[config.mk]
export PLATFORM = sky130hd
export DESIGN_NAME = tlv_stream_deframer_core
export DESIGN_NICKNAME = d
export VERILOG_FILES = /design/src/design/tlvd_pkg.sv /design/src/design/tlvd_queue.sv /design/src/design/tlvd_back.sv /design/src/design/tlv_stream_deframer_core.sv
export SDC_FILE = /design/constraint.sdc
export NUM_CORES = 1
export LEC_CHECK = 0
export BUFFER_PORTS_ARGS = -buffer_cell sky130_fd_sc_hd__buf_4
export CORE_UTILIZATION = 42
export DETAILED_ROUTE_END_ITERATION = 8
export SYNTH_ARGS = -nofsm -noshare
export SYNTH_HDL_FRONTEND = slang
export SYNTH_SLANG_ARGS = --single-unit
export TNS_END_PERCENT = 50
[constraint.sdc]
create_clock -name clk -period 6.52 [get_ports clk]
set_clock_uncertainty 0.2 [all_clocks]
set_input_delay 1.63 -clock clk [delete_from_list [all_inputs] [get_ports clk]]
set_output_delay 1.63 -clock clk [all_outputs]
set_load 0.02 [all_outputs]
[src/design/tlvd_pkg.sv]
// ----------------------------------------------------------------------------
// tlvd_pkg
// Shared types for the TLV stream deframer: word structs and parse phases.
// ----------------------------------------------------------------------------
`default_nettype none

package tlvd_pkg;

  localparam int unsigned QueueDepth = 2;
  localparam int unsigned QueuePtrW  = $clog2(QueueDepth);
  localparam int unsigned QueueCntW  = $clog2(QueueDepth + 1);

  // Parse phase doubles as the reported byte role.
  typedef enum logic [1:0] {
    PH_TYPE   = 2'd0,
    PH_LEN_HI = 2'd1,
    PH_LEN_LO = 2'd2,
    PH_VALUE  = 2'd3
  } tlvd_phase_t;

  typedef struct packed {
    logic [7:0] data_byte;
    logic       packet_last;
  } tlvd_in_t;

  typedef struct packed {
    logic [1:0]  byte_role;
    logic [7:0]  item_type;
    logic [15:0] item_length;
    logic [7:0]  value_byte;
    logic [15:0] value_offset;
    logic        item_end;
    logic        packet_end;
    logic        packet_ok;
  } tlvd_out_t;

endpackage

`default_nettype wire

[src/design/tlvd_queue.sv]
// ----------------------------------------------------------------------------
// tlvd_queue
// Front side: accepts input words into a short register queue that decouples
// the input handshake from the parser.
// ----------------------------------------------------------------------------
`default_nettype none

module tlvd_queue (
  input  wire logic             clk,
  input  wire logic             rst_n,
  input  wire logic             in_valid,
  output logic                  in_stall,
  input  wire tlvd_pkg::tlvd_in_t in_data,
  output logic                  q_valid,
  input  wire logic             q_pop,
  output tlvd_pkg::tlvd_in_t    q_data
);
  import tlvd_pkg::*;

  tlvd_in_t               mem_r [QueueDepth];
  logic [QueuePtrW-1:0]   wr_ptr_r, wr_ptr_nxt;
  logic [QueuePtrW-1:0]   rd_ptr_r, rd_ptr_nxt;
  logic [QueueCntW-1:0]   count_r, count_nxt;
  logic                   push;
  logic                   pop;

  assign in_stall = (count_r == QueueCntW'(QueueDepth));
  assign push     = in_valid && !in_stall;
  assign q_valid  = (count_r != '0);
  assign pop      = q_pop && q_valid;
  assign q_data   = mem_r[rd_ptr_r];

  always_comb begin
    wr_ptr_nxt = wr_ptr_r;
    rd_ptr_nxt = rd_ptr_r;
    count_nxt  = count_r;
    if (push) begin
      wr_ptr_nxt = (wr_ptr_r == QueuePtrW'(QueueDepth - 1)) ? '0 : wr_ptr_r + 1'b1;
    end
    if (pop) begin
      rd_ptr_nxt = (rd_ptr_r == QueuePtrW'(QueueDepth - 1)) ? '0 : rd_ptr_r + 1'b1;
    end
    if (push && !pop) begin
      count_nxt = count_r + 1'b1;
    end else if (pop && !push) begin
      count_nxt = count_r - 1'b1;
    end
  end

  always_ff @(posedge clk) begin
    if (!rst_n) begin
      wr_ptr_r <= '0;
      rd_ptr_r <= '0;
      count_r  <= '0;
    end else begin
      wr_ptr_r <= wr_ptr_nxt;
      rd_ptr_r <= rd_ptr_nxt;
      count_r  <= count_nxt;
    end
  end

  always_ff @(posedge clk) begin
    if (push) begin
      mem_r[wr_ptr_r] <= in_data;
    end
  end

  a_count_range: assert property (@(posedge clk) disable iff (!rst_n)
    count_r <= QueueCntW'(QueueDepth))
    else $error("queue count beyond depth");

  a_no_pop_empty: assert property (@(posedge clk) disable iff (!rst_n)
    (count_r == '0) |-> !pop)
    else $error("pop from empty queue");

  a_count_step: assert property (@(posedge clk) disable iff (!rst_n)
    (push && !pop) |=> (count_r == $past(count_r) + 1'b1))
    else $error("queue count did not advance on push");

endmodule

`default_nettype wire

[src/design/tlvd_back.sv]
// ----------------------------------------------------------------------------
// tlvd_back
// Back side: TLV parse state machine and the registered result word.
// ----------------------------------------------------------------------------
`default_nettype none

module tlvd_back (
  input  wire logic               clk,
  input  wire logic               rst_n,
  input  wire logic               q_valid,
  output logic                    q_pop,
  input  wire tlvd_pkg::tlvd_in_t q_data,
  output logic                    out_valid,
  input  wire logic               out_stall,
  output tlvd_pkg::tlvd_out_t     out_data
);
  import tlvd_pkg::*;

  tlvd_phase_t phase_r, phase_nxt;
  logic [7:0]  type_r, type_nxt;
  logic [15:0] length_r, length_nxt;
  logic [15:0] count_r, count_nxt;
  logic        out_valid_r, out_valid_nxt;
  tlvd_out_t   out_r, out_nxt;
  logic [15:0] count_inc;
  logic [15:0] length_lo;
  logic        take;

  assign take      = q_valid && (!out_valid_r || !out_stall);
  assign q_pop     = take;
  assign out_valid = out_valid_r;
  assign out_data  = out_r;
  assign count_inc = count_r + 16'd1;
  assign length_lo = {length_r[15:8], q_data.data_byte};

  always_comb begin
    phase_nxt     = phase_r;
    type_nxt      = type_r;
    length_nxt    = length_r;
    count_nxt     = count_r;
    out_nxt       = out_r;
    out_valid_nxt = out_valid_r && out_stall;

    if (take) begin
      out_valid_nxt        = 1'b1;
      out_nxt              = '0;
      out_nxt.byte_role    = 2'(phase_r);
      out_nxt.item_type    = type_r;
      out_nxt.packet_end   = q_data.packet_last;

      unique case (phase_r)
        PH_TYPE: begin
          type_nxt          = q_data.data_byte;
          length_nxt        = '0;
          count_nxt         = '0;
          phase_nxt         = PH_LEN_HI;
          out_nxt.item_type = q_data.data_byte;
        end
        PH_LEN_HI: begin
          length_nxt = {q_data.data_byte, 8'h00};
          phase_nxt  = PH_LEN_LO;
        end
        PH_LEN_LO: begin
          length_nxt          = length_lo;
          count_nxt           = '0;
          out_nxt.item_length = length_lo;
          if (length_lo == '0) begin
            out_nxt.item_end = 1'b1;
            phase_nxt        = PH_TYPE;
          end else begin
            phase_nxt = PH_VALUE;
          end
        end
        PH_VALUE: begin
          out_nxt.item_length  = length_r;
          out_nxt.value_byte   = q_data.data_byte;
          out_nxt.value_offset = count_r;
          count_nxt            = count_inc;
          if (count_inc == length_r) begin
            out_nxt.item_end = 1'b1;
            phase_nxt        = PH_TYPE;
          end
        end
        default: begin
          phase_nxt = PH_TYPE;
        end
      endcase

      out_nxt.packet_ok = q_data.packet_last && out_nxt.item_end;

      // Drop all parse state at packet end, good or bad.
      if (q_data.packet_last) begin
        phase_nxt  = PH_TYPE;
        type_nxt   = '0;
        length_nxt = '0;
        count_nxt  = '0;
      end
    end
  end

  always_ff @(posedge clk) begin
    if (!rst_n) begin
      phase_r     <= PH_TYPE;
      type_r      <= '0;
      length_r    <= '0;
      count_r     <= '0;
      out_valid_r <= 1'b0;
    end else begin
      phase_r     <= phase_nxt;
      type_r      <= type_nxt;
      length_r    <= length_nxt;
      count_r     <= count_nxt;
      out_valid_r <= out_valid_nxt;
    end
  end

  always_ff @(posedge clk) begin
    out_r <= out_nxt;
  end

  a_ok_needs_end: assert property (@(posedge clk) disable iff (!rst_n)
    out_valid_r |-> (!out_r.packet_ok || (out_r.packet_end && out_r.item_end)))
    else $error("packet_ok without packet end on an item boundary");

  a_restart_after_last: assert property (@(posedge clk) disable iff (!rst_n)
    (take && q_data.packet_last) |=> (phase_r == PH_TYPE && count_r == '0))
    else $error("parse state not cleared after packet end");

  a_header_no_end: assert property (@(posedge clk) disable iff (!rst_n)
    (out_valid_r && (out_r.byte_role == 2'(PH_TYPE) ||
                     out_r.byte_role == 2'(PH_LEN_HI))) |-> !out_r.item_end)
    else $error("item end on type or length high byte");

  a_value_in_range: assert property (@(posedge clk) disable iff (!rst_n)
    (phase_r == PH_VALUE) |-> (count_r < length_r))
    else $error("value count reached declared length");

endmodule

`default_nettype wire

[src/design/tlv_stream_deframer_core.sv]
// ----------------------------------------------------------------------------
// tlv_stream_deframer_core
// Splits a byte stream into type / 16-bit length / value items.
// ----------------------------------------------------------------------------
// Takes one packet byte per cycle and returns one result word per byte, in
// order. A two-entry input queue feeds the parser, and the result sits in an
// output register, so a new byte is accepted every cycle while the output is
// not stalled. A byte is written into the queue when it is accepted and is
// parsed into the output register once it reaches the queue head and the
// output register is free or being taken; the word is held there until it is
// taken. While the output stalls, the queue takes bytes until both entries are
// full, and then in_stall rises. Results are streamed before the packet
// outcome is known: drop the packet's items when packet_ok is low on the
// packet_end word. No clearing pass is needed after reset.
`default_nettype none

module tlv_stream_deframer_core (
  input  wire logic               clk,
  input  wire logic               rst_n,
  input  wire logic               in_valid,
  output logic                    in_stall,
  input  wire tlvd_pkg::tlvd_in_t in_data,
  output logic                    out_valid,
  input  wire logic               out_stall,
  output tlvd_pkg::tlvd_out_t     out_data
);
  import tlvd_pkg::*;

  logic     q_valid;
  logic     q_pop;
  tlvd_in_t q_data;

  tlvd_queue u_queue (
    .clk      (clk),
    .rst_n    (rst_n),
    .in_valid (in_valid),
    .in_stall (in_stall),
    .in_data  (in_data),
    .q_valid  (q_valid),
    .q_pop    (q_pop),
    .q_data   (q_data)
  );

  tlvd_back u_back (
    .clk       (clk),
    .rst_n     (rst_n),
    .q_valid   (q_valid),
    .q_pop     (q_pop),
    .q_data    (q_data),
    .out_valid (out_valid),
    .out_stall (out_stall),
    .out_data  (out_data)
  );

endmodule

`default_nettype wire
== Word-level counts from Yosys, hierarchy flattened ==
Memories as Yosys holds them, arrays and structs flattened. A register that Yosys moved wholly into a read port is not among the register bits.
Index checks and enable logic that the tools add are counted.

* Reduce and logical (&&, ||, !) cells: 25
* Mux-type cells: 24
* Add/sub/neg operators: 5
* Equal/unequal tests: 7

{| class="wikitable"
|+ Operator list
! kind !! number
|-
| $pmux W16 S2 || 2
|-
| $pmux W16 S3 || 1
|-
| $mux W16 || 2
|-
| $add A16 B1 Y16 const B || 1
|-
| $eq A16 B16 Y1 || 1
|-
| $logic_not A16 Y1 || 1
|-
| $mux W8 || 2
|-
| $mux W1 || 10
|-
| $mux W2 || 5
|-
| $pmux W2 S4 || 1
|-
| $logic_and A1 B1 Y1 || 7
|-
| $eq A2 B2 Y1 const B || 3
|-
| $reduce_and A2 Y1 || 3
|-
| $reduce_bool A3 Y1 || 2
|-
| $logic_not A1 Y1 || 5
|-
| $reduce_bool A2 Y1 || 2
|-
| $reduce_bool A4 Y1 || 1
|-
| $ne A3 B1 Y1 const B || 1
|-
| $reduce_and A3 Y1 || 1
|-
| $add A1 B1 Y1 const B || 2
|-
| $add A2 B1 Y2 const B || 1
|-
| $eq A2 B1 Y1 const B || 1
|-
| $logic_not A2 Y1 || 1
|-
| $ne A2 B1 Y1 const B || 1
|-
| 4 further kinds || 4
|}

* Bits in registers: 100
* Logic and storage cells: 79
* Input port bits: 13
* Output and inout bits: 55
* RAM bits: 18
* Memories: 1

{| class="wikitable"
|+ Memory list
! memory !! depth !! bits a word !! read ports !! clocked after memory_dff !! write ports !! RTL line !! text
|-
| u_queue.mem_r || 2 || 9 || 1 || 1 || 1 || tlvd_queue.sv:20 || <nowiki>tlvd_in_t mem_r [QueueDepth];</nowiki>
|}

== Longest topological paths before layout ==
* Word-level depth: 7
* Gate-level depth with buffers: 11

== Cells and area by module ==
From an unflattened synthesis, not the netlist that was laid out.

* Cells, all modules: 498
* Area total of the unflattened synthesis: 5536.6 µm²

{| class="wikitable"
|+ Modules (own cells, without submodules)
! module !! cells each !! area each (µm²) !! instances !! seq. area each (µm²)
|-
| tlvd_back || 445 || 4653.2 || 1 || 2452.4
|-
| tlvd_queue || 53 || 883.3 || 1 || 640.6
|}

== Worst setup path after synthesis ==
No wires, ideal clock.

* Path kind: in2reg
* Start point: input out_stall
* End point: register u_back.length_r[14]
* Arrival time: 3.320 ns
* Path buffers: 1
* Path slack: 2.935 ns
* Stages: 8
* Path through: nand2_1 o21ai_1 inv_2 nand2_1 clkbuf_1 nor3_1 a21oi_1 nor2b_1

* Cells in the longest elaborated chain, start to end: 4

{| class="wikitable"
|+ RTL lines
! item !! RTL line !! text
|-
| start: declaration || tlv_stream_deframer_core.sv:24 || <nowiki>input wire logic out_stall,</nowiki>
|-
| $logic_not A1 Y1 || tlvd_back.sv:29 || <nowiki>assign take = q_valid && (!out_valid_r || !out_stall);</nowiki>
|-
| $logic_or A1 B1 Y1 || tlvd_back.sv:29 ||
|-
| $logic_and A1 B1 Y1 || tlvd_back.sv:29 ||
|-
| via q_pop || tlv_stream_deframer_core.sv:30 || <nowiki>logic q_pop;</nowiki>
|-
| $reduce_and A3 Y1 (no source line) || -- ||
|-
| end signal: assignment || tlvd_back.sv:111 || <nowiki>length_r <= length_nxt;</nowiki>
|-
| end: declaration || tlvd_back.sv:21 || <nowiki>logic [15:0] length_r, length_nxt;</nowiki>
|}

The timed path passes the listed nets, and every way through them passes these cells.
A chain may end at the register's enable or synchronous reset.

== Worst setup path after layout ==
* Start point: input out_stall
* End point: register u_back.length_r[2]

* Cells in the longest elaborated chain, start to end: 4

{| class="wikitable"
|+ RTL lines
! item !! RTL line
|-
| $logic_not A1 Y1 || tlvd_back.sv:29
|-
| $logic_or A1 B1 Y1 || tlvd_back.sv:29
|-
| $logic_and A1 B1 Y1 || tlvd_back.sv:29
|-
| via q_pop || tlv_stream_deframer_core.sv:30
|-
| $reduce_and A2 Y1 (no source line) || --
|}

The timed path passes the listed nets, and every way through them passes these cells.

==> impl_metrics.tcl <==
set metrics [dict create \
    die_x_um 116 \
    yosysUniqueCellTypes 51 \
    path_class "in -> reg" \
    power_leakage_nw 2.46 \
    wirelength_mm 11.9 \
    end_kind "register" \
    htree_levels 4 \
    io-pin-count 68 \
    path_buf_inv 3 \
    area_growth_pct 21.8 \
    grt_pass1_vias 3577 \
    worst_slew_pin_slew_ns 1.10 \
    cts_root_buf "clkbuf_16" \
    yosysSeqAreaShare_pct 57.1 \
    placementRows 41 \
    worstPathCellList "buf_4, nand2_1, o21ai_1, inv_2, buf_4, o41ai_2, a22oi_1, nor2b_1" \
    synthesis.nets 500 \
    finalSetupViolations 0 \
    finalNonFillerCells 724 \
    grt_pass1_wl_mm 18.7 \
    start_util_pct 43.1 \
    avgSynthCellArea_um2 11.3 \
    grt_max_degree 52 \
    max_stage_delay_ns 0.63 \
    slew_violations 0 \
    peakVddDrop_mv 0.259 \
    path_common_cell "buf_4" \
    drtIter0Drc 167 \
    die-area_mm2 0.0133 \
    worstSkewPairLatency_ns 0.42 \
    diodes 0 \
    overflow 0 \
    clock_sinks 119 \
    swShare_pct 33.3 \
    cp_max_fo 30 \
    period_share_pct 59.3 \
    clk_pin_slew_ns 0.05 \
    synth_edf_count 71 \
    max_freq_mhz 258 \
    cts_resized 0 \
    cts_buffers 17 \
    die_y_um 116 \
    multi_input_area_mm2 0.00214 \
    dpl-instance-area_mm2 0.00600 \
    drive_above_1_share_pct 19.7 \
    worst_ep_required_time_ns 6.62 \
    ctsHoldBuffers 0 \
    seq_area_mm2 0.00309 \
    p_int_mw 1.93 \
    p_switching_mw 0.960 \
    vias 3757 \
    dr.pass1.iters 4 \
    final_cell_area_mm2 0.00659 \
    routabilityCongestion 0.860 \
    p_seq_share_pct 38.9 \
    synth_ff_type "edfxtp_1" \
    cp_top_family "buffers and inverters" \
    slowest_stage "inv_2" \
    final_nets 559 \
    status "finished clean" \
    clockBufferDepth 2 \
    yosys_warnings 0 \
    hold_path.class "reg -> reg" \
    wire_per_inst_um 16.5 \
    cts_tree "built" \
    relSlewSlack_pct 26.1 \
    grt_usage_pct 19.1 \
    dp_cells 692 \
    power.share.clock_pct 31.9 \
    synth-seq-cells 119 \
    ant_nets 0 \
    postCtsSetupBuffers 0 \
    port_buffers 67 \
    synth_area_mm2 0.00541 \
    rsz0062_at_grt "no" \
    antenna_found_initial 0 \
    start_kind "input port" \
    coreArea_mm2 0.0126 \
    synthArstFlopShare_pct 0 \
    period_needed_ns 3.87 \
    synthCells 480 \
    power_mw 2.89 \
    cp.arrival_ns 3.97 \
    nFillCells 1085 \
    max_cap_violations 0 \
    drc 0 \
    hold_violations 0 \
    post-route-util_pct 52.5 \
    p_per_area_mw_per_mm2 438 \
    viasPerCell 5.19 \
    dp_hpwl_mm 8.08 \
    power_frac_comb_pct 29.2 \
    fin_setup_tns_ns 0 \
]
==> power by group through the flow <==
| stage | registers, mW | clock network (mW) | logic [mW] |
|---|---|---|---|
| floorplan | 1.27 | 0 | 0.373 |
| global placement | 1.13 | 0 | 0.838 |
| detailed placement | 1.13 | 0 | 0.847 |
| CTS | 1.12 | 0.934 | 0.853 |
| global route | 1.14 | 0.972 | 0.913 |
| finish | 1.12 | 0.922 | 0.842 |
==> worst min-delay path: stages, from the launching register on <==
cell	delay, ns
dfxtp_1	0.31
nand2_1	0.07
a21boi_0	0.08
==> placed cells by master (no fill, tap or decap), types with 17 or more instances in the layout <==
| master | netlist | final |
|---|---|---|
| buf_4 | 0 | 70 |
| nor2_1 | 24 | 24 |
| nor2b_1 | 39 | 39 |
| nor3_1 | 19 | 19 |
| dfxtp_1 | 48 | 48 |
| edfxtp_1 | 71 | 71 |
| nand2_1 | 27 | 27 |
| clkbuf_16 | 0 | 17 |
| and2_1 | 31 | 31 |
| a21oi_1 | 27 | 27 |
==> through the flow <==
| step | hold WS, ns | setup slack, ns |
|---|---|---|
| floorplan | 0.283 | 2.93 |
| global placement | 0.298 | 2.29 |
| detailed placement | 0.289 | 2.21 |
| CTS | 0.309 | 2.63 |
| global route | 0.343 | 2.33 |
| finish | 0.307 | 2.65 |
==> metal layers <==
metal / routed length [um] / share of wire (%) / track usage (%) / vias up
met4: 112 / 0.94 / 6.58 / 0
met3: 472 / 4.0 / 5.70 / 12
met5: 0 / 0 / 0 / -
li1: - / - / - / 1857
met1: 5510 / 46 / 24.5 / 1812
met2: 5820 / 49 / 30.6 / 76
==> state kept, by name, summed over array words and instances (netlist names), named ones only <==
register / count
u_queue.rd_ptr_r: 1
u_back.phase_r: 2
u_queue.count_r: 2
u_queue.wr_ptr_r: 1
u_back.type_r: 8
u_queue.mem_r: 18
u_back.out_valid: 1
u_back.length_r: 16
u_back.out_data: 53
u_back.count_r: 16
==> layout make-up <==
cell class / instances / share of cell area, %
multi-input combinational: 324 / 32.5
clock buffer: 19 / 6.57
tap: 172 / 3.26
clock inverter: 13 / 2.35
sequential: 119 / 46.9
timing repair buffer: 70 / 7.97
inverter: 7 / 0.399
==> final timing paths <==
check                               from                               to  slack [ns]  cells past startpoint
max                            out_stall  u_back.length_r[2]$_SDFFE_PN0P_        2.65                      8
min          u_back.out_valid$_SDFF_PN0_      u_back.out_valid$_SDFF_PN0_        0.31                      2
max reg2reg                     register  u_back.count_r[11]$_SDFFE_PN0P_        2.80                      7
min reg2reg  u_back.out_valid$_SDFF_PN0_      u_back.out_valid$_SDFF_PN0_        0.31                      2
==> cell usage after synthesis (3+ instances only) <==
cell type	n	area, um2
ha_1	7	87.6
xor2_1	9	78.8
o21ai_1	7	35.0
a22oi_1	16	120
and2_1	31	194
nor4_1	7	43.8
nand3_1	14	70.1
a21oi_1	27	135
mux2i_1	13	130
nand2b_1	4	25.0
o211a_1	4	40.0
xnor2_1	14	123
nor2_1	24	90.1
buf_2	5	25.0
edfxtp_1	71	2130
nand4_1	4	25.0
inv_1	5	18.8
dfxtp_1	48	961
mux2_1	6	67.6
nand4b_1	3	26.3
a22o_1	9	78.8
o21ai_0	7	35.0
and3_1	7	43.8
nor2b_1	39	244
nor3_1	19	95.1
buf_6	4	45.0
nand2_1	27	101
clkbuf_1	20	75.1
==> cell families after synthesis <==
group                    synth area share [%]
flip-flops                               57.1
AO/OA/AOI/OAI                            11.4
multiplexers                             4.35
buffers and inverters                    3.24
AND/OR/NAND/NOR                          18.6
XOR/XNOR                                 3.72
adder cells (fa/ha/maj)                  1.62
No activity file was read; power rests on OpenSTA's default activity.
